--- src/sv/gpio_pkg.sv ---
package gpio_pkg;

    localparam int WORD_W    = 32;
    localparam int HALF_PINS = 16;
    localparam int SEL_W     = 3;
    localparam int ACT_W     = 2;
    localparam int MODE_W    = 2;

    // s_axis_tdata layout
    localparam int IN_SEL_LSB    = 0;
    localparam int IN_WORD_LSB   = IN_SEL_LSB + SEL_W;
    localparam int IN_PADS_LSB   = IN_WORD_LSB + WORD_W;
    localparam int IN_USED_W     = IN_PADS_LSB + WORD_W;
    localparam int IN_TDATA_W    = ((IN_USED_W + 7) / 8) * 8;

    // m_axis_tdata layout
    localparam int OUT_RD_LSB    = 0;
    localparam int OUT_DRIVE_LSB = OUT_RD_LSB + WORD_W;
    localparam int OUT_EN_LSB    = OUT_DRIVE_LSB + WORD_W;
    localparam int OUT_IRQ_LSB   = OUT_EN_LSB + WORD_W;
    localparam int OUT_USED_W    = OUT_IRQ_LSB + 2;
    localparam int OUT_TDATA_W   = ((OUT_USED_W + 7) / 8) * 8;

    typedef enum logic [ACT_W-1:0] {
        ACT_READ   = 2'd0,
        ACT_WRITE  = 2'd1,
        ACT_SAMPLE = 2'd2
    } t_action;

    typedef enum logic [SEL_W-1:0] {
        REG_DATA      = 3'd0,
        REG_DIR       = 3'd1,
        REG_PAD_STAT  = 3'd2,
        REG_ICR_LOW   = 3'd3,
        REG_ICR_HIGH  = 3'd4,
        REG_MASK      = 3'd5,
        REG_STATUS    = 3'd6,
        REG_EDGE_BOTH = 3'd7
    } t_reg_sel;

    localparam logic [MODE_W-1:0] MODE_LEVEL_LOW  = 2'd0;
    localparam logic [MODE_W-1:0] MODE_LEVEL_HIGH = 2'd1;
    localparam logic [MODE_W-1:0] MODE_RISE       = 2'd2;
    localparam logic [MODE_W-1:0] MODE_FALL       = 2'd3;

    typedef struct packed {
        logic sample;
        logic clear;
    } t_stat_ctrl;

    typedef struct packed {
        logic high_pins;
        logic low_pins;
    } t_irq;

endpackage

--- src/sv/gpio_lane.sv ---
module gpio_lane
    import gpio_pkg::*;
(
    input  logic              i_cur,
    input  logic              i_prev,
    input  logic              i_both,
    input  logic [MODE_W-1:0] i_mode,
    output logic              o_hit
);

    always_comb begin
        if (i_both) begin
            o_hit = i_cur ^ i_prev;
        end else begin
            case (i_mode)
                MODE_LEVEL_LOW:  o_hit = ~i_cur;
                MODE_LEVEL_HIGH: o_hit = i_cur;
                MODE_RISE:       o_hit = i_cur & ~i_prev;
                MODE_FALL:       o_hit = ~i_cur & i_prev;
                default:         o_hit = 1'b0;
            endcase
        end
    end

endmodule

--- src/sv/gpio_merge.sv ---
module gpio_merge
    import gpio_pkg::*;
(
    input  logic [WORD_W-1:0] i_hits,
    input  logic [WORD_W-1:0] i_status,
    input  logic [WORD_W-1:0] i_clear_word,
    input  logic [WORD_W-1:0] i_mask_next,
    input  t_stat_ctrl        i_ctrl,
    output logic [WORD_W-1:0] o_status_next,
    output t_irq              o_irq
);

    logic [WORD_W-1:0] w_pend;

    always_comb begin
        if (i_ctrl.sample) begin
            o_status_next = i_status | i_hits;
        end else if (i_ctrl.clear) begin
            o_status_next = i_status & ~i_clear_word;
        end else begin
            o_status_next = i_status;
        end
        w_pend           = o_status_next & i_mask_next;
        o_irq.low_pins   = |w_pend[HALF_PINS-1:0];
        o_irq.high_pins  = |w_pend[WORD_W-1:HALF_PINS];
    end

endmodule

--- src/sv/gpio_port_with_interrupts.sv ---
// gpio port with 32 pins, register map and edge/level interrupt detection
//
// input beats on s_axis: tuser carries the action (bus read, bus write or pad
// sample tick); tdata carries reg_select, write_word and pad_sample. every
// input beat gives exactly one output beat on m_axis carrying read_word (zero
// unless the beat was a read), the pad drive and enable words and the two
// interrupt lines, all taken after the beat's register update.
//
// one beat per cycle sustained while the receiver does not stall.
// each pin has its own detector lane working in the accept cycle; a merge
// stage folds the lane hits into the status word and the interrupt ors.
// results sit in an output register backed by a one-entry skid register, so
// input keeps flowing for one beat while the receiver stalls; s_axis_tready
// drops only once both hold a beat, and returns when the receiver takes one.
//
// synchronous active-low reset clears the register map (all pins inputs, all
// interrupts masked, no status, previous sample zero) and empties the output.
module gpio_port_with_interrupts
    import gpio_pkg::*;
#(
    parameter int PIN_COUNT = 32
) (
    input  logic                   i_clk,
    input  logic                   i_rst_n,
    input  logic                   s_axis_tvalid,
    output logic                   s_axis_tready,
    // [2:0] reg_select, [34:3] write_word, [66:35] pad_sample, rest zero
    input  logic [IN_TDATA_W-1:0]  s_axis_tdata,
    // [1:0] action
    input  logic [ACT_W-1:0]       s_axis_tuser,
    output logic                   m_axis_tvalid,
    input  logic                   m_axis_tready,
    // [31:0] read_word, [63:32] pad_drive, [95:64] pad_enable,
    // [96] irq_low_pins, [97] irq_high_pins, rest zero
    output logic [OUT_TDATA_W-1:0] m_axis_tdata
);

    localparam logic [WORD_W-1:0] PinMask = {WORD_W{1'b1}} >> (WORD_W - PIN_COUNT);

    logic [WORD_W-1:0] r_data, n_data;
    logic [WORD_W-1:0] r_dir, n_dir;
    logic [WORD_W-1:0] r_mode_lo, n_mode_lo;
    logic [WORD_W-1:0] r_mode_hi, n_mode_hi;
    logic [WORD_W-1:0] r_mask, n_mask;
    logic [WORD_W-1:0] r_status, n_status;
    logic [WORD_W-1:0] r_edge_both, n_edge_both;
    logic [WORD_W-1:0] r_prev_pads, n_prev_pads;

    logic                   r_out_valid;
    logic [OUT_TDATA_W-1:0] r_out_data;
    logic                   r_skid_valid;
    logic [OUT_TDATA_W-1:0] r_skid_data;

    logic                   w_accept;
    t_action                w_action;
    t_reg_sel               w_sel;
    logic [WORD_W-1:0]      w_word;
    logic [WORD_W-1:0]      w_pads;
    logic [WORD_W-1:0]      w_hits;
    logic [WORD_W-1:0]      w_read;
    logic                   w_wr;
    t_stat_ctrl             w_ctrl;
    t_irq                   w_irq;
    logic [OUT_TDATA_W-1:0] w_result;

    assign s_axis_tready = ~r_skid_valid;
    assign w_accept      = s_axis_tvalid & s_axis_tready;
    assign w_action      = t_action'(s_axis_tuser);
    assign w_sel         = t_reg_sel'(s_axis_tdata[IN_SEL_LSB +: SEL_W]);
    assign w_word        = s_axis_tdata[IN_WORD_LSB +: WORD_W];
    assign w_pads        = s_axis_tdata[IN_PADS_LSB +: WORD_W] & PinMask;
    assign w_wr          = (w_action == ACT_WRITE);

    // one detector lane per existing pin
    for (genvar p = 0; p < WORD_W; p++) begin : g_lane
        if (p < PIN_COUNT) begin : g_pin
            logic [MODE_W-1:0] w_mode;
            if (p < HALF_PINS) begin : g_lo
                assign w_mode = r_mode_lo[MODE_W*p +: MODE_W];
            end else begin : g_hi
                assign w_mode = r_mode_hi[MODE_W*(p-HALF_PINS) +: MODE_W];
            end
            gpio_lane u_lane (
                .i_cur  (w_pads[p]),
                .i_prev (r_prev_pads[p]),
                .i_both (r_edge_both[p]),
                .i_mode (w_mode),
                .o_hit  (w_hits[p])
            );
        end else begin : g_none
            assign w_hits[p] = 1'b0;
        end
    end

    always_comb begin
        n_data      = r_data;
        n_dir       = r_dir;
        n_mode_lo   = r_mode_lo;
        n_mode_hi   = r_mode_hi;
        n_mask      = r_mask;
        n_edge_both = r_edge_both;
        n_prev_pads = r_prev_pads;
        if (w_wr) begin
            unique case (w_sel)
                REG_DATA:      n_data      = w_word & PinMask;
                REG_DIR:       n_dir       = w_word & PinMask;
                REG_PAD_STAT:  ;
                REG_ICR_LOW:   n_mode_lo   = w_word;
                REG_ICR_HIGH:  n_mode_hi   = w_word;
                REG_MASK:      n_mask      = w_word & PinMask;
                REG_STATUS:    ;
                REG_EDGE_BOTH: n_edge_both = w_word & PinMask;
                default:       ;
            endcase
        end
        if (w_action == ACT_SAMPLE) begin
            n_prev_pads = w_pads;
        end
    end

    always_comb begin
        w_read = '0;
        if (w_action == ACT_READ) begin
            unique case (w_sel)
                REG_DATA:      w_read = r_data;
                REG_DIR:       w_read = r_dir;
                REG_PAD_STAT:  w_read = r_prev_pads;
                REG_ICR_LOW:   w_read = r_mode_lo;
                REG_ICR_HIGH:  w_read = r_mode_hi;
                REG_MASK:      w_read = r_mask;
                REG_STATUS:    w_read = r_status;
                REG_EDGE_BOTH: w_read = r_edge_both;
                default:       w_read = '0;
            endcase
        end
    end

    assign w_ctrl.sample = (w_action == ACT_SAMPLE);
    assign w_ctrl.clear  = w_wr && (w_sel == REG_STATUS);

    gpio_merge u_merge (
        .i_hits        (w_hits),
        .i_status      (r_status),
        .i_clear_word  (w_word),
        .i_mask_next   (n_mask),
        .i_ctrl        (w_ctrl),
        .o_status_next (n_status),
        .o_irq         (w_irq)
    );

    assign w_result = {{(OUT_TDATA_W - OUT_USED_W){1'b0}},
                       w_irq.high_pins, w_irq.low_pins, n_dir, n_data, w_read};

    always_ff @(posedge i_clk) begin
        if (!i_rst_n) begin
            r_data      <= '0;
            r_dir       <= '0;
            r_mode_lo   <= '0;
            r_mode_hi   <= '0;
            r_mask      <= '0;
            r_status    <= '0;
            r_edge_both <= '0;
            r_prev_pads <= '0;
        end else if (w_accept) begin
            r_data      <= n_data;
            r_dir       <= n_dir;
            r_mode_lo   <= n_mode_lo;
            r_mode_hi   <= n_mode_hi;
            r_mask      <= n_mask;
            r_status    <= n_status;
            r_edge_both <= n_edge_both;
            r_prev_pads <= n_prev_pads;
        end
    end

    // output register plus skid entry
    always_ff @(posedge i_clk) begin
        if (!i_rst_n) begin
            r_out_valid  <= 1'b0;
            r_skid_valid <= 1'b0;
        end else if (r_skid_valid) begin
            if (m_axis_tready) begin
                r_out_data   <= r_skid_data;
                r_skid_valid <= 1'b0;
            end
        end else if (w_accept) begin
            if (r_out_valid && !m_axis_tready) begin
                r_skid_data  <= w_result;
                r_skid_valid <= 1'b1;
            end else begin
                r_out_data  <= w_result;
                r_out_valid <= 1'b1;
            end
        end else if (m_axis_tready) begin
            r_out_valid <= 1'b0;
        end
    end

    assign m_axis_tvalid = r_out_valid;
    assign m_axis_tdata  = r_out_data;

endmodule

--- config.mk ---
export PLATFORM = sky130hd
export DESIGN_NAME = gpio_port_with_interrupts
export DESIGN_NICKNAME = d
export VERILOG_FILES = /design/src/sv/gpio_pkg.sv /design/src/sv/gpio_lane.sv /design/src/sv/gpio_merge.sv /design/src/sv/gpio_port_with_interrupts.sv
export SDC_FILE = /design/constraint.sdc
export NUM_CORES = 1
export LEC_CHECK = 0
export ABC_AREA = 1
export BUFFER_PORTS_ARGS = -buffer_cell sky130_fd_sc_hd__buf_2
export CORE_MARGIN = 5
export CORE_UTILIZATION = 25
export CTS_CLUSTER_SIZE = 40
export DETAILED_ROUTE_END_ITERATION = 8
export GPL_ROUTABILITY_DRIVEN = 0
export PLACE_DENSITY = 0.43
export SLEW_MARGIN = 15
export SYNTH_ARGS = -nofsm -noshare
export SYNTH_HDL_FRONTEND = slang
export SYNTH_SLANG_ARGS = --single-unit
--- constraint.sdc ---
create_clock -name i_clk -period 27.5 [get_ports i_clk]
set_input_delay 1.375 -clock i_clk [delete_from_list [all_inputs] [get_ports i_clk]]
set_output_delay 1.375 -clock i_clk [all_outputs]
set_load 0.005 [all_outputs]
; ---- After elaboration in Yosys (flattened, before gate mapping)
; Index checks and enable logic that the tools add are counted.
[word_totals]
register_bits = 460
input_bits = 78
output_inout_bits = 106
[classes]
eq_ne = 108
mux = 85
n_bitwise = 166
n_reduce_logical = 48
[op_table]
columns = cell, count
row1 = two-way mux 104 bit, 4
row2 = two-way mux 32 bit, 9
row3 = case mux 32 bit (8 select lines), 1
row4 = equality test 2 bit (second input constant), 65
row5 = case mux 1 bit (4 select lines), 32
row6 = equality test 2 x 1 -> 1 bit (second input constant), 33
row7 = logical NOT 2 bit, 33
row8 = bitwise AND 1 bit, 65
row9 = NOT 1 bit, 65
row10 = bitwise AND 32 bit, 2
row11 = two-way mux 1 bit, 39
row12 = NOT 32 bit, 1
row13 = OR 32 bit, 1
row14 = OR reduction 16 bit, 2
row15 = XOR 1 bit, 32
row16 = equality test 3 bit (second input constant), 4
row17 = AND reduction 3 bit, 4
row18 = AND reduction 4 bit, 2
row19 = equality test 3 x 2 -> 1 bit (second input constant), 2
row20 = != test 2 bit (second input constant), 3
row21 = nonzero test 2 bit, 2
row22 = equality test 3 x 1 -> 1 bit (second input constant), 1
row23 = logical NOT 3 bit, 1
row24 = logical AND 1 bit, 2
row25 = 2 further kinds, 2

; ---- Depth between registers and ports, before layout
; Gate-level depths: netlist (run 1).
[logic_depth]
ltp_word = 11
mapped_depth = 14

; ---- Cells and area by module
; Synthesis (run 1) repeated with hierarchy kept, for this count alone.
[hier_totals]
hier_cells = 3396
area_unflattened_um2 = 24584.8
[by_module_without_submodules]
columns = module, n_inst, cells_per_inst, area_per_inst_um2
row1 = gpio_port_with_interrupts, 1, 2545, 20434.6
row2 = gpio_lane, 32, 18, 92.6
row3 = gpio_merge, 1, 275, 1187.4

; ---- Worst setup path before layout (run 1)
; OpenSTA, ideal clock, no wires.
[synth_path]
path_kind = input to register
start = input port i_rst_n
end = register r_out_data[0] (netlist: m_axis_tdata[0]) (enable)
setup_time_ps = 700
arrival_time_ps = 9106
t_required_ps = 26800
path_slack_ps = 17694
stages = 4
path_buffers = 2
cell_sequence = clkinv_1 clkbuf_1 clkbuf_1 o31ai_1
[synth_between]
elab_chain_len = 1
[synth_lines]
columns = item, line_no
row1 = from (decl), gpio_port_with_interrupts.sv:24  ; input logic i_rst_n,
row2 = AND reduction 4 bit (no line), n/a
row3 = to (signal assigned), gpio_port_with_interrupts.sv:183  ; r_out_data <= r_skid_data;
row4 = to (signal assigned), gpio_port_with_interrupts.sv:191  ; r_out_data <= w_result;
row5 = to (decl), gpio_port_with_interrupts.sv:50  ; logic [OUT_TDATA_W-1:0] r_out_data;
; No other way between the ends.
; A chain may end at the register's enable or synchronous reset.

; ---- Final worst setup path (run 1)
[layout_path]
start = register r_skid_valid
end = register r_skid_data[76] (enable)
[layout_between]
elab_chain_len = 3
[layout_lines]
columns = item, line_no
row1 = from (decl), gpio_port_with_interrupts.sv:51  ; logic r_skid_valid;
row2 = from (signal assigned), gpio_port_with_interrupts.sv:180  ; r_skid_valid <= 1'b0;
row3 = from (signal assigned), gpio_port_with_interrupts.sv:184  ; r_skid_valid <= 1'b0;
row4 = from (signal assigned), gpio_port_with_interrupts.sv:189  ; r_skid_valid <= 1'b1;
row5 = NOT 1 bit (no line) (*), n/a
row6 = bitwise AND 1 bit, gpio_port_with_interrupts.sv:67  ; assign w_accept = s_axis_tvalid & s_axis_tready;
row7 = AND reduction 4 bit (no line) (*), n/a
row8 = to (signal assigned), gpio_port_with_interrupts.sv:188  ; r_skid_data <= w_result;
row9 = to (decl), gpio_port_with_interrupts.sv:52  ; logic [OUT_TDATA_W-1:0] r_skid_data;
; Mark *: on every way between the ends. The rest lies on a longest branch, timed or not.

==> impl_metrics.yaml, run 1 <==
floorplanning:
  die_w_um: 310
  placement_rows: 110
  core_footprint_um2: 89700
  floorplan.die_area_um2: 96300
  dieHeight_um: 310
  floorplan.io_pins: 184
  initial_utilization_pct: 25.1
synth:
  netlist_instances: 2897
  yosys.cell_types.count: 38
  synth_async_sr_flop_share_pct: 0
  ys.flop_type: "sky130_fd_sc_hd__dfxtp_1"
  synth_area_per_cell_um2: 7.78
  mappedNetlistArea_um2: 22500
  synthesis.yosys.warnings: 0
  synth-edff-count: 196
  ys_seq_area_share_pct: 49.0
  synth_seq_cells: 454
sta:
  finalHoldViolations: 0
  worst-slew-pin-transition_ns: 1.12
  fin_setup_tns_ns: 0
  fmaxAchievable_mhz: 219
  final_max_slew_viol_count: 0
  setup_repair_after_global_routing_missed_its_margin: "no"
  period_minus_slack_ns: 4.56
  layout_worst_path_cycle_share_pct: 16.6
  max_slew_margin_pct: 24.4
  final_setup_violation_count: 0
  skew_ns: 0.0162
cells_and_area:
  area_growth_pct: 16.0
  drive_above_1_share_pct: 10.3
  post_layout_nonfiller_instances: 4227
  fin_nets: 3139
drt:
  route.detailed.drc: 0
  drt-initial-drc-count: 1694
  detail_routed_net_length_per_standard_cell_um: 20.5
  vias_per_cell: 4.65
  route.vias.total: 19700
  wirelength_um: 86800
  postRouteAntennaNets: 0
  dr.pass1.iters: 7
critical_path:
  path_class: "flip-flop to flip-flop"
  critical_path_arrival_ns: 4.78
  regToRegStartpoint: "r_skid_valid"
  crit_path_start_kind: "flip-flop"
  rrSetupSlack_ns: 22.94
  endpoint_kind: "flip-flop"
  path_max_fanout: 72
  r2r_cells: 7
  crit_path_start: "r_skid_valid"
  cp.required_ns: 27.72
  worst_r2r_endpoint: "r_skid_data[76]"
clocking:
  cts_made_buffers: 52
  cts_tree: "built"
  ctsRootBufferMaster: "sky130_fd_sc_hd__clkbuf_16"
  ctsResizeCount: 0
  tritoncts_num_sinks: 454
  ctsHoldBuffers: 0
  worst_skew_pair.late_latency_ns: 0.61
  clk_path_buf_depth: 3
  htree_levels: 2
  post_cts_buffers: 0
  clock_pin_slew_on_the_worst_setup_and_hold_paths_ns: 0.06
min_path:
  hold-path-endpoint: "r_data[0]"
  timing.hold.worst_path_depth: 2
  hp-start: "r_data[0]"
  min_path_type: "flip-flop to flip-flop"
grt:
  gr-usage-all-layers_pct: 17.5
  grt_remaining_overflow: 0
  grt_pass1_vias: 18200
  grt_antenna_before_repair: 28
  grt_max_degree: 77
  grt_pass1_wl_um: 124000
placed_design:
  placedCellCount: 4119
  place.detailed.hpwl_um: 59800
  place.port_buffers: 172
status:
  status: "completed"
pwr:
  power-per-cell-area_nw_per_um2: 62.2
  vdd_drop_max_uv: 37.1
  cellLeakagePower_nw: 11.3
run:
  max_cap_viol_count: 0
[state kept, by name, indices dropped and copies added, names as in the netlist]
signal / cells
r_skid_data: 98
r_mode_lo: 32
m_axis_tdata: 98
r_mode_hi: 32
r_skid_valid: 1
m_axis_tvalid: 1
r_prev_pads: 32
r_data: 32
r_dir: 32
r_status: 32
r_mask: 32
r_edge_both: 32
[logic make-up (layout without fill, tap and decap cells)]
family	after synthesis	after routing	synth area share [%]
AOI/OAI and AO/OA	807	807	19.4
other	1	16	0.0166
buffers and inverters	631	770	11.1
and+or+nand+nor	940	940	16.9
adders and majority gates	64	64	3.55
DFF	454	454	49.0
[layer usage]
metal | track usage (%) | vias to the layer above | part of all wire (%)
li1 | - | 9740 | -
met1 | 24.0 | 9189 | 45
met2 | 27.2 | 576 | 44
met3 | 5.04 | 134 | 8.3
met4 | 4.45 | 26 | 2.5
met5 | 0 | - | 0.21
[worst max-delay path by stage]
stage | end | slack (ns) | depth (start not counted)
floorplan | m_axis_tdata[0] | 17.69 | 4
global placement | r_skid_data[75] | 22.46 | 7
detailed placement | r_skid_data[75] | 22.47 | 7
CTS | r_skid_data[75] | 22.85 | 7
global route | r_skid_data[76] | 22.63 | 7
finish | r_skid_data[76] | 22.94 | 7
[stage by stage]
step | util (%) | hold WS, ns | power, W | setup WS (ns) | area [um^2]
3_5_place_dp | 27.2 | 0.473 | 0.000937 | 22.47 | 24400
5_1_grt | 29.1 | 0.514 | 0.00170 | 22.63 | 26100
4_1_cts | 29.1 | 0.487 | 0.00165 | 22.85 | 26100
2_1_floorplan | - | 0.453 | 0.000863 | 17.69 | 22600
3_3_place_gp | 27.2 | 0.467 | 0.000937 | 22.46 | 24400
6_report | 29.1 | 0.485 | 0.00163 | 22.94 | 26200
[cell type report]
type,instances,area [um^2]
inverter,468,1760
timing repair buffer,204,1100
clock inverter,32,309
antenna,10,25.0
sequential,454,11100
multi-input combinational,1817,9050
tap,1176,1470
clock buffer,66,1380
fill,9763,63600
[where the power goes]
part / switching, W / internal [W]
logic: 0.000128 / 0.0000487
clock network: 0.000295 / 0.000409
registers: 0.0000127 / 0.000733
total: 0.000436 / 0.00119
[layout by cell type (no fill, tap or decap), drive strengths merged, types with 6 or more instances in the layout]
cell    synthesis  layout
conb            1       6
diode           0      10
dfxtp         258     258
o211ai         27      27
ha             64      64
nor2          195     195
nand3         115     115
a211oi         32      32
clkbuf         82      66
o22ai          96      96
bufinv          0       6
clkinv          3      24
a21oi         236     236
inv           465     468
nand4           9       9
edfxtp        196     196
o21ai         412     412
nand2         612     612
buf            81     204
[cells in the mapped netlist (2+ instances only)]
master                     count  area, um^2
sky130_fd_sc_hd__a211oi_1     32         240
sky130_fd_sc_hd__buf_4        12        90.1
sky130_fd_sc_hd__a221oi_2      2        30.0
sky130_fd_sc_hd__nand3_1     112         561
sky130_fd_sc_hd__nor2_1      189         709
sky130_fd_sc_hd__dfxtp_1     258        5160
sky130_fd_sc_hd__inv_1       460        1730
sky130_fd_sc_hd__o21ai_1      80         400
sky130_fd_sc_hd__nor2_4        4        45.0
sky130_fd_sc_hd__buf_6         3        33.8
sky130_fd_sc_hd__o211ai_1     27         203
sky130_fd_sc_hd__inv_2         4        15.0
sky130_fd_sc_hd__ha_1         64         801
sky130_fd_sc_hd__clkbuf_1     82         308
sky130_fd_sc_hd__nor3_1        2        10.0
sky130_fd_sc_hd__buf_2        52         260
sky130_fd_sc_hd__nand3_4       2        35.0
sky130_fd_sc_hd__edfxtp_1    196        5890
sky130_fd_sc_hd__o22ai_1      96         601
sky130_fd_sc_hd__or2_2         3        18.8
sky130_fd_sc_hd__clkinv_1      3        11.3
sky130_fd_sc_hd__a21oi_1     236        1180
sky130_fd_sc_hd__buf_1        14        52.6
sky130_fd_sc_hd__nand2_1     610        2290
sky130_fd_sc_hd__o21ai_2      10        87.6
sky130_fd_sc_hd__nand4_1       8        50.1
sky130_fd_sc_hd__nand2_2       2        12.5
sky130_fd_sc_hd__nor4_1        3        18.8
sky130_fd_sc_hd__o21ai_0     322        1610
[critical path: stages, from the launching register on]
cell	delay (ns)
sky130_fd_sc_hd__dfxtp_4	0.55
sky130_fd_sc_hd__inv_2	0.42
sky130_fd_sc_hd__nand2_4	0.38
sky130_fd_sc_hd__clkinv_1	0.49
sky130_fd_sc_hd__nand2_1	0.71
sky130_fd_sc_hd__nor2_4	0.24
sky130_fd_sc_hd__buf_4	0.46
sky130_fd_sc_hd__buf_4	0.78
Power figures use the tool's default switching activity.
==> run 2: changes to the inputs <==
==> constraint.sdc (replaced) <==
create_clock -name i_clk -period 4.25 [get_ports i_clk]
set_input_delay 0.2125 -clock i_clk [delete_from_list [all_inputs] [get_ports i_clk]]
set_output_delay 0.2125 -clock i_clk [all_outputs]
set_load 0.005 [all_outputs]
==> run 2 against run 1 <==
  * Combinational power rose to 6.8 times the previous value
  * Maximum frequency rose by 54%
  * Total power grew to 6.4 times the previous value
  * Clock skew up 0.00091 ns
  * Critical path depth fell by 1
  * Global-route usage is 0.18 points higher
==> impl_metrics.yaml, run 2 (synthesis gave the netlist of run 1 again) <==
status:
  status: "completed"
drt:
  wirelength_um: 87600
  route.vias.total: 19900
  dr.pass1.iters: 8
  detail_routed_net_length_per_standard_cell_um: 20.5
  route.detailed.drc: 0
  drt-initial-drc-count: 1781
  postRouteAntennaNets: 0
  vias_per_cell: 4.64
pwr:
  vdd_drop_max_uv: 267
  design_power_total_w: 0.0104
  cellLeakagePower_nw: 11.6
  sequentialPowerShare_pct: 46.2
  power.combinational.fraction_pct: 11.5
  clkPwrFrac_pct: 42.3
  power_switching_share_pct: 27.5
  p_sw_w: 0.00287
  cellInternalPower_w: 0.00757
  power-per-cell-area_nw_per_um2: 392
sta:
  finalHoldViolations: 0
  layout_worst_path_cycle_share_pct: 69.4
  period_minus_slack_ns: 2.95
  final_setup_violation_count: 0
  setup_repair_after_global_routing_missed_its_margin: "no"
  final_max_slew_viol_count: 0
  worst-slew-pin-transition_ns: 0.917
  fmaxAchievable_mhz: 339
  skew_ns: 0.0171
  fin_setup_tns_ns: 0
  max_slew_margin_pct: 38.9
min_path:
  hp-start: "s_axis_tdata[30]"
  hold-path-endpoint: "r_mask[27]"
  timing.hold.worst_path_depth: 5
  min_path_type: "input pin to flip-flop"
cells_and_area:
  area_growth_pct: 18.3
  fin_nets: 3194
  most-common-layout-cells: "609 x sky130_fd_sc_hd__nand2_1, 460 x sky130_fd_sc_hd__inv_1, 322 x sky130_fd_sc_hd__o21ai_0"
  finalCoreUtilization_pct: 29.7
  final_common_cell: "sky130_fd_sc_hd__nand2_1"
  stdcell_area_um2: 26700
  drive_above_1_share_pct: 10.5
  post_layout_nonfiller_instances: 4281
critical_path:
  endpoint_kind: "flip-flop"
  r2r_cells: 6
  path_max_fanout: 64
  cp.required_ns: 4.80
  rrSetupSlack_ns: 1.30
  crit_path_start_kind: "flip-flop"
  critical_path_arrival_ns: 3.50
  regToRegStartpoint: "r_skid_valid"
  path_class: "flip-flop to flip-flop"
  worst_r2r_endpoint: "r_prev_pads[26]"
clocking:
  cts_made_buffers: 53
  ctsResizeCount: 0
  cts_tree: "built"
  worst_skew_pair.late_latency_ns: 0.62
  clock_pin_slew_on_the_worst_setup_and_hold_paths_ns: 0.06
  clk_path_buf_depth: 3
  tritoncts_num_sinks: 454
  htree_levels: 2
  ctsRootBufferMaster: "sky130_fd_sc_hd__clkbuf_16"
run:
  max_cap_viol_count: 0
grt:
  grt_pass1_vias: 18300
  grt_remaining_overflow: 0
  grt_pass1_wl_um: 126000
  gr-usage-all-layers_pct: 17.6
  grt_antenna_before_repair: 18
  grt_max_degree: 90
floorplanning:
  floorplan.io_pins: 184
  initial_utilization_pct: 25.1
  floorplan.die_area_um2: 96300
  core_footprint_um2: 89700
  dieHeight_um: 310
  die_w_um: 310
  placement_rows: 110
placed_design:
  detailed_place.area_um2: 24600
  place.detailed.hpwl_um: 61500
  place.port_buffers: 172
  placedCellCount: 4133
==> run 2: cell count changes in the layout (fill, tap and decap cells not counted), moves of 2 or more <==
cell	delta
sky130_fd_sc_hd__buf_12	+5
sky130_fd_sc_hd__dlygate4sd3_1	+40
sky130_fd_sc_hd__bufinv_16	-5
sky130_fd_sc_hd__clkbuf_8	+5
sky130_fd_sc_hd__buf_4	+9
sky130_fd_sc_hd__clkbuf_1	+2
sky130_fd_sc_hd__inv_6	-2
==> run 2: how the worst max path moves through the flow <==
stage / from / end / slack [ns]
after floorplan: r_skid_valid / r_skid_data[0] / 0.11
after global placement: s_axis_tuser[1] / r_prev_pads[30] / 1.31
after detailed placement: r_skid_valid / r_prev_pads[20] / 1.29
after CTS: r_skid_valid / r_prev_pads[26] / 1.26
after global routing: r_skid_valid / r_prev_pads[26] / 1.05
final: r_skid_valid / r_prev_pads[26] / 1.30
==> run 2: cell type report <==
cell class / count / area [um^2]
diodes: 9 / 22.5
clock inverters: 25 / 160
fillers: 9704 / 63100
multi-input cells: 1817 / 9050
repair buffers: 258 / 1670
well taps: 1176 / 1470
clock buffers: 74 / 1480
inverters: 468 / 1760
flip-flops and latches: 454 / 11100
==> run 2: metrics by stage <==
stage               setup WS [ns]  hold slack [ns]
finish                       1.30           0.0121
global placement             1.31            0.476
floorplan                   0.106            0.336
detailed placement           1.29            0.474
CTS                          1.26          0.00748
global route                 1.05           0.0470
==> run 2: worst max-delay path, stage by stage, from the launching register on <==
cell,delay (ns)
sky130_fd_sc_hd__dfxtp_4,0.54
sky130_fd_sc_hd__inv_2,0.16
sky130_fd_sc_hd__nand2_4,0.40
sky130_fd_sc_hd__nor2_4,0.84
sky130_fd_sc_hd__buf_4,0.56
sky130_fd_sc_hd__o21ai_0,0.15
sky130_fd_sc_hd__a21oi_1,0.15
==> run 2: power groups by stage <==
stage	clock network [W]	logic (W)	registers [W]
after floorplan	0	0.000671	0.00491
after global placement	0	0.00116	0.00492
after detailed placement	0	0.00116	0.00492
after CTS	0.00453	0.00120	0.00483
after global routing	0.00471	0.00133	0.00484
final	0.00442	0.00120	0.00483
==> run 2: timing repair <==
| action | CTS | global route |
|---|---|---|
| hold buffers | 40 | 0 |
| buffers inserted | 0 | 0 |
| endpoints found under the hold margin | 42 | 0 |
==> run 2: metal layers <==
metal,GRT usage (%),wire [um]
met2,27.4,38400
met5,0,24
met4,5.53,2810
met1,24.9,40600
met3,3.40,5760
==> run 3: changes to the inputs <==
--- a/config.mk
+++ b/config.mk
@@ -5,14 +5,14 @@
 export SDC_FILE = /design/constraint.sdc
 export NUM_CORES = 1
 export LEC_CHECK = 0
-export ABC_AREA = 1
+export ABC_AREA = 0
 export BUFFER_PORTS_ARGS = -buffer_cell sky130_fd_sc_hd__buf_2
 export CORE_MARGIN = 5
 export CORE_UTILIZATION = 25
 export CTS_CLUSTER_SIZE = 40
 export DETAILED_ROUTE_END_ITERATION = 8
 export GPL_ROUTABILITY_DRIVEN = 0
-export PLACE_DENSITY = 0.43
+export PLACE_DENSITY = 0.44
 export SLEW_MARGIN = 15
 export SYNTH_ARGS = -nofsm -noshare
 export SYNTH_HDL_FRONTEND = slang
==> constraint.sdc (replaced) <==
create_clock -name i_clk -period 2.4 [get_ports i_clk]
set_input_delay 0.12 -clock i_clk [delete_from_list [all_inputs] [get_ports i_clk]]
set_output_delay 0.12 -clock i_clk [all_outputs]
set_load 0.005 [all_outputs]
==> run 3 against run 2 <==
  * Setup slack lost 1.4 ns
  * Cell count down 6.8%
  * Non-clock buffer count up 121
  * Largest cell class is now multi-input combinational cells
  * Area after synthesis increased by 3.5%
  * The run now ends with negative setup slack left
  * Total power increased by 76%
  * First-iteration DRC count decreased by 0.45%
  * Critical path depth increased by 4
==> impl_metrics.yaml, run 3 <==
status:
  status: "complete, but fails checks"
  failed_checks: "negative setup slack"
min_path:
  timing.hold.worst_path_depth: 4
  min_path_type: "input pin to flip-flop"
floorplanning:
  dieHeight_um: 316
  die_w_um: 316
  initial_utilization_pct: 25.1
  placement_rows: 112
  floorplan.die_area_um2: 99600
  core_footprint_um2: 93000
  floorplan.io_pins: 184
synth:
  synth.cells.most_frequent: "455 x sky130_fd_sc_hd__nand2_1, 258 x sky130_fd_sc_hd__dfxtp_1, 198 x sky130_fd_sc_hd__nor2_1"
  post_synth_main_area_contributors: "sky130_fd_sc_hd__edfxtp_1 25%, sky130_fd_sc_hd__dfxtp_1 22%, sky130_fd_sc_hd__nand2_1 7.3%"
  synth_seq_cells: 454
  yosys.cell_count.top_type: "sky130_fd_sc_hd__nand2_1"
  synth_area_per_cell_um2: 9.62
  synth_async_sr_flop_share_pct: 0
  synth-edff-count: 196
  netlist_instances: 2427
  yosys.area.top_type: "sky130_fd_sc_hd__edfxtp_1"
  mappedNetlistArea_um2: 23300
  ys_seq_area_share_pct: 47.3
  synthesis.yosys.warnings: 0
  ys.flop_type: "sky130_fd_sc_hd__dfxtp_1"
  yosys.cell_types.count: 68
  synth_top_area_share_pct: 25.2
placed_design:
  place.port_buffers: 172
  place.detailed.hpwl_um: 64800
critical_path:
  timing.critical_path.depth: 10
  worst_path_largest_cell_delay_ns: 0.65
  critical_path_arrival_ns: 2.78
  r2r_cells: 6
  critical_path.slowest_cell: "sky130_fd_sc_hd__dlygate4sd3_1"
  path_class: "input pin to flip-flop"
  crit_path_start_kind: "input pin"
  path_max_fanout: 5
  worstPathCellList: "dlygate4sd3_1, buf_2, inv_1, ha_1, mux2_2, a32oi_1, a221oi_2, a2111oi_2, and4_1, a41oi_1"
  number_of_buffers_and_inverters_on_the_critical_path: 3
  critical-path-top-delay-family: "compound AO/OA/AOI/OAI gates"
  cp.required_ns: 2.73
  endpoint_kind: "flip-flop"
cells_and_area:
  fillCellCount: 9701
  finalCoreUtilization_pct: 30.9
  area_growth_pct: 23.2
  drive_above_1_share_pct: 21.8
  final_common_cell: "sky130_fd_sc_hd__nand2_1"
  ff_latch_area_um2: 11100
  fin_nets: 2832
  most-common-layout-cells: "454 x sky130_fd_sc_hd__nand2_1, 256 x sky130_fd_sc_hd__dfxtp_1, 196 x sky130_fd_sc_hd__nor2_1, 196 x sky130_fd_sc_hd__edfxtp_1, 170 x sky130_fd_sc_hd__buf_2"
  multi_input_comb_area_um2: 11200
drt:
  wirelength_um: 91000
  route.vias.total: 19400
  dr.pass1.iters: 5
  detail_routed_net_length_per_standard_cell_um: 22.8
  vias_per_cell: 4.85
  drt-initial-drc-count: 1773
  route.detailed.drc: 0
  postRouteAntennaNets: 0
pwr:
  design_power_total_w: 0.0184
  power_switching_share_pct: 26.4
  clkPwrFrac_pct: 41.7
  power.combinational.fraction_pct: 12.1
  cellLeakagePower_nw: 10.7
  sequentialPowerShare_pct: 46.2
  power-per-cell-area_nw_per_um2: 640
  vdd_drop_max_uv: 494
  p_sw_w: 0.00486
  cellInternalPower_w: 0.0135
sta:
  fmaxAchievable_mhz: 407
  layout_worst_path_cycle_share_pct: 102
  fin_worst_hold_slack_ns: 0.0286
  final_max_slew_viol_count: 0
  max_slew_margin_pct: 22.4
  worst-slew-pin-transition_ns: 1.16
  period_minus_slack_ns: 2.46
  finalHoldViolations: 0
  post-route-worst-setup-slack_ns: -0.0576
  skew_ns: 0.0164
  final_setup_violation_count: 2
grt:
  grt_pass1_wl_um: 132000
  gr-usage-all-layers_pct: 17.6
  grt_pass1_vias: 18700
  grt_antenna_before_repair: 11
  grt_remaining_overflow: 0
  grt_max_degree: 258
clocking:
  clk_path_buf_depth: 3
  cts_tree: "built"
  clock_pin_slew_on_the_worst_setup_and_hold_paths_ns: 0.06
  post_cts_buffers: 0
  ctsRootBufferMaster: "sky130_fd_sc_hd__clkbuf_16"
  htree_levels: 2
  cts_made_buffers: 51
  tritoncts_num_sinks: 454
  worst_skew_pair.late_latency_ns: 0.61
run:
  max_cap_viol_count: 0
==> run 3: layout make-up <==
class                           instances  area share [%]
Clock inverter                         22           0.579
Clock buffer                           73            4.90
Multi-Input combinational cell       1681            38.9
Antenna cell                            6          0.0522
Tap cell                             1254            5.45
Sequential cell                       454            38.4
Inverter                              123            1.61
Timing Repair Buffer                  379            10.1
==> run 3: kinds of logic (layout without fill, tap and decap cells) <==
family          after synthesis  after routing  synth area share [%]
other cells                   1             12                0.0161
buf+inv                     297            597                  5.19
xor+xnor                      2              2                0.0751
flops                       454            454                  47.3
mux                         216            216                  11.3
compound gates              554            554                  16.6
simple gates                839            839                  16.0
fa+ha+maj                    64             64                  3.43
==> run 3: timing repair <==
item                                   CTS  global route
setup endpoints to repair                2             2
pin swaps                                0             2
resized for setup                        1             5
endpoints found under the hold margin  153             0
hold buffers                            65             0
==> run 3: power by group through the flow <==
stage,Sequential (W),Clock [W],Combinational [W]
CTS,0.00851,0.00787,0.00224
global route,0.00853,0.00815,0.00241
floorplan,0.00863,0,0.00115
finish,0.00851,0.00766,0.00223
detailed placement,0.00868,0,0.00213
global placement,0.00867,0,0.00211
==> run 3: worst register-to-register path: stages, from the launching register on <==
cell and delay [ns]:
sky130_fd_sc_hd__dfxtp_1 0.42, sky130_fd_sc_hd__mux2_2 0.37, sky130_fd_sc_hd__a32oi_1 0.26, sky130_fd_sc_hd__a221oi_2 0.19, sky130_fd_sc_hd__a2111oi_2 0.43, sky130_fd_sc_hd__and4_1 0.30, sky130_fd_sc_hd__a41oi_1 0.12
==> run 3: through the flow <==
step	area (um^2)	std cells	setup TNS [ns]	setup slack, ns
2_1_floorplan	23400	2432	0	0.0708
3_3_place_gp	26500	3826	-0.415	-0.253
3_5_place_dp	26500	3826	-0.422	-0.245
4_1_cts	28700	3986	0	0.0184
5_1_grt	28800	3988	-0.0444	-0.0444
6_report	28800	3992	-0.0865	-0.0576
==> run 3: per-layer routing <==
layer	wire (um)	track usage (%)	share of wire, %
met5	12	0	0.013
met4	2210	4.44	2.4
met3	6110	2.56	6.7
met2	40400	27.6	44
met1	42300	25.5	46
==> run 3: final timing paths <==
| check | start | end | slack, ns |
|---|---|---|---|
| setup / recovery | s_axis_tdata[49] | m_axis_tdata[96] | -0.06 |
| hold / removal | s_axis_tdata[22] | r_edge_both[19] | 0.03 |
| setup reg to reg | r_mode_lo[29] | m_axis_tdata[96] | 0.04 |
| hold reg to reg | r_mask[13] | r_mask[13] | 0.49 |
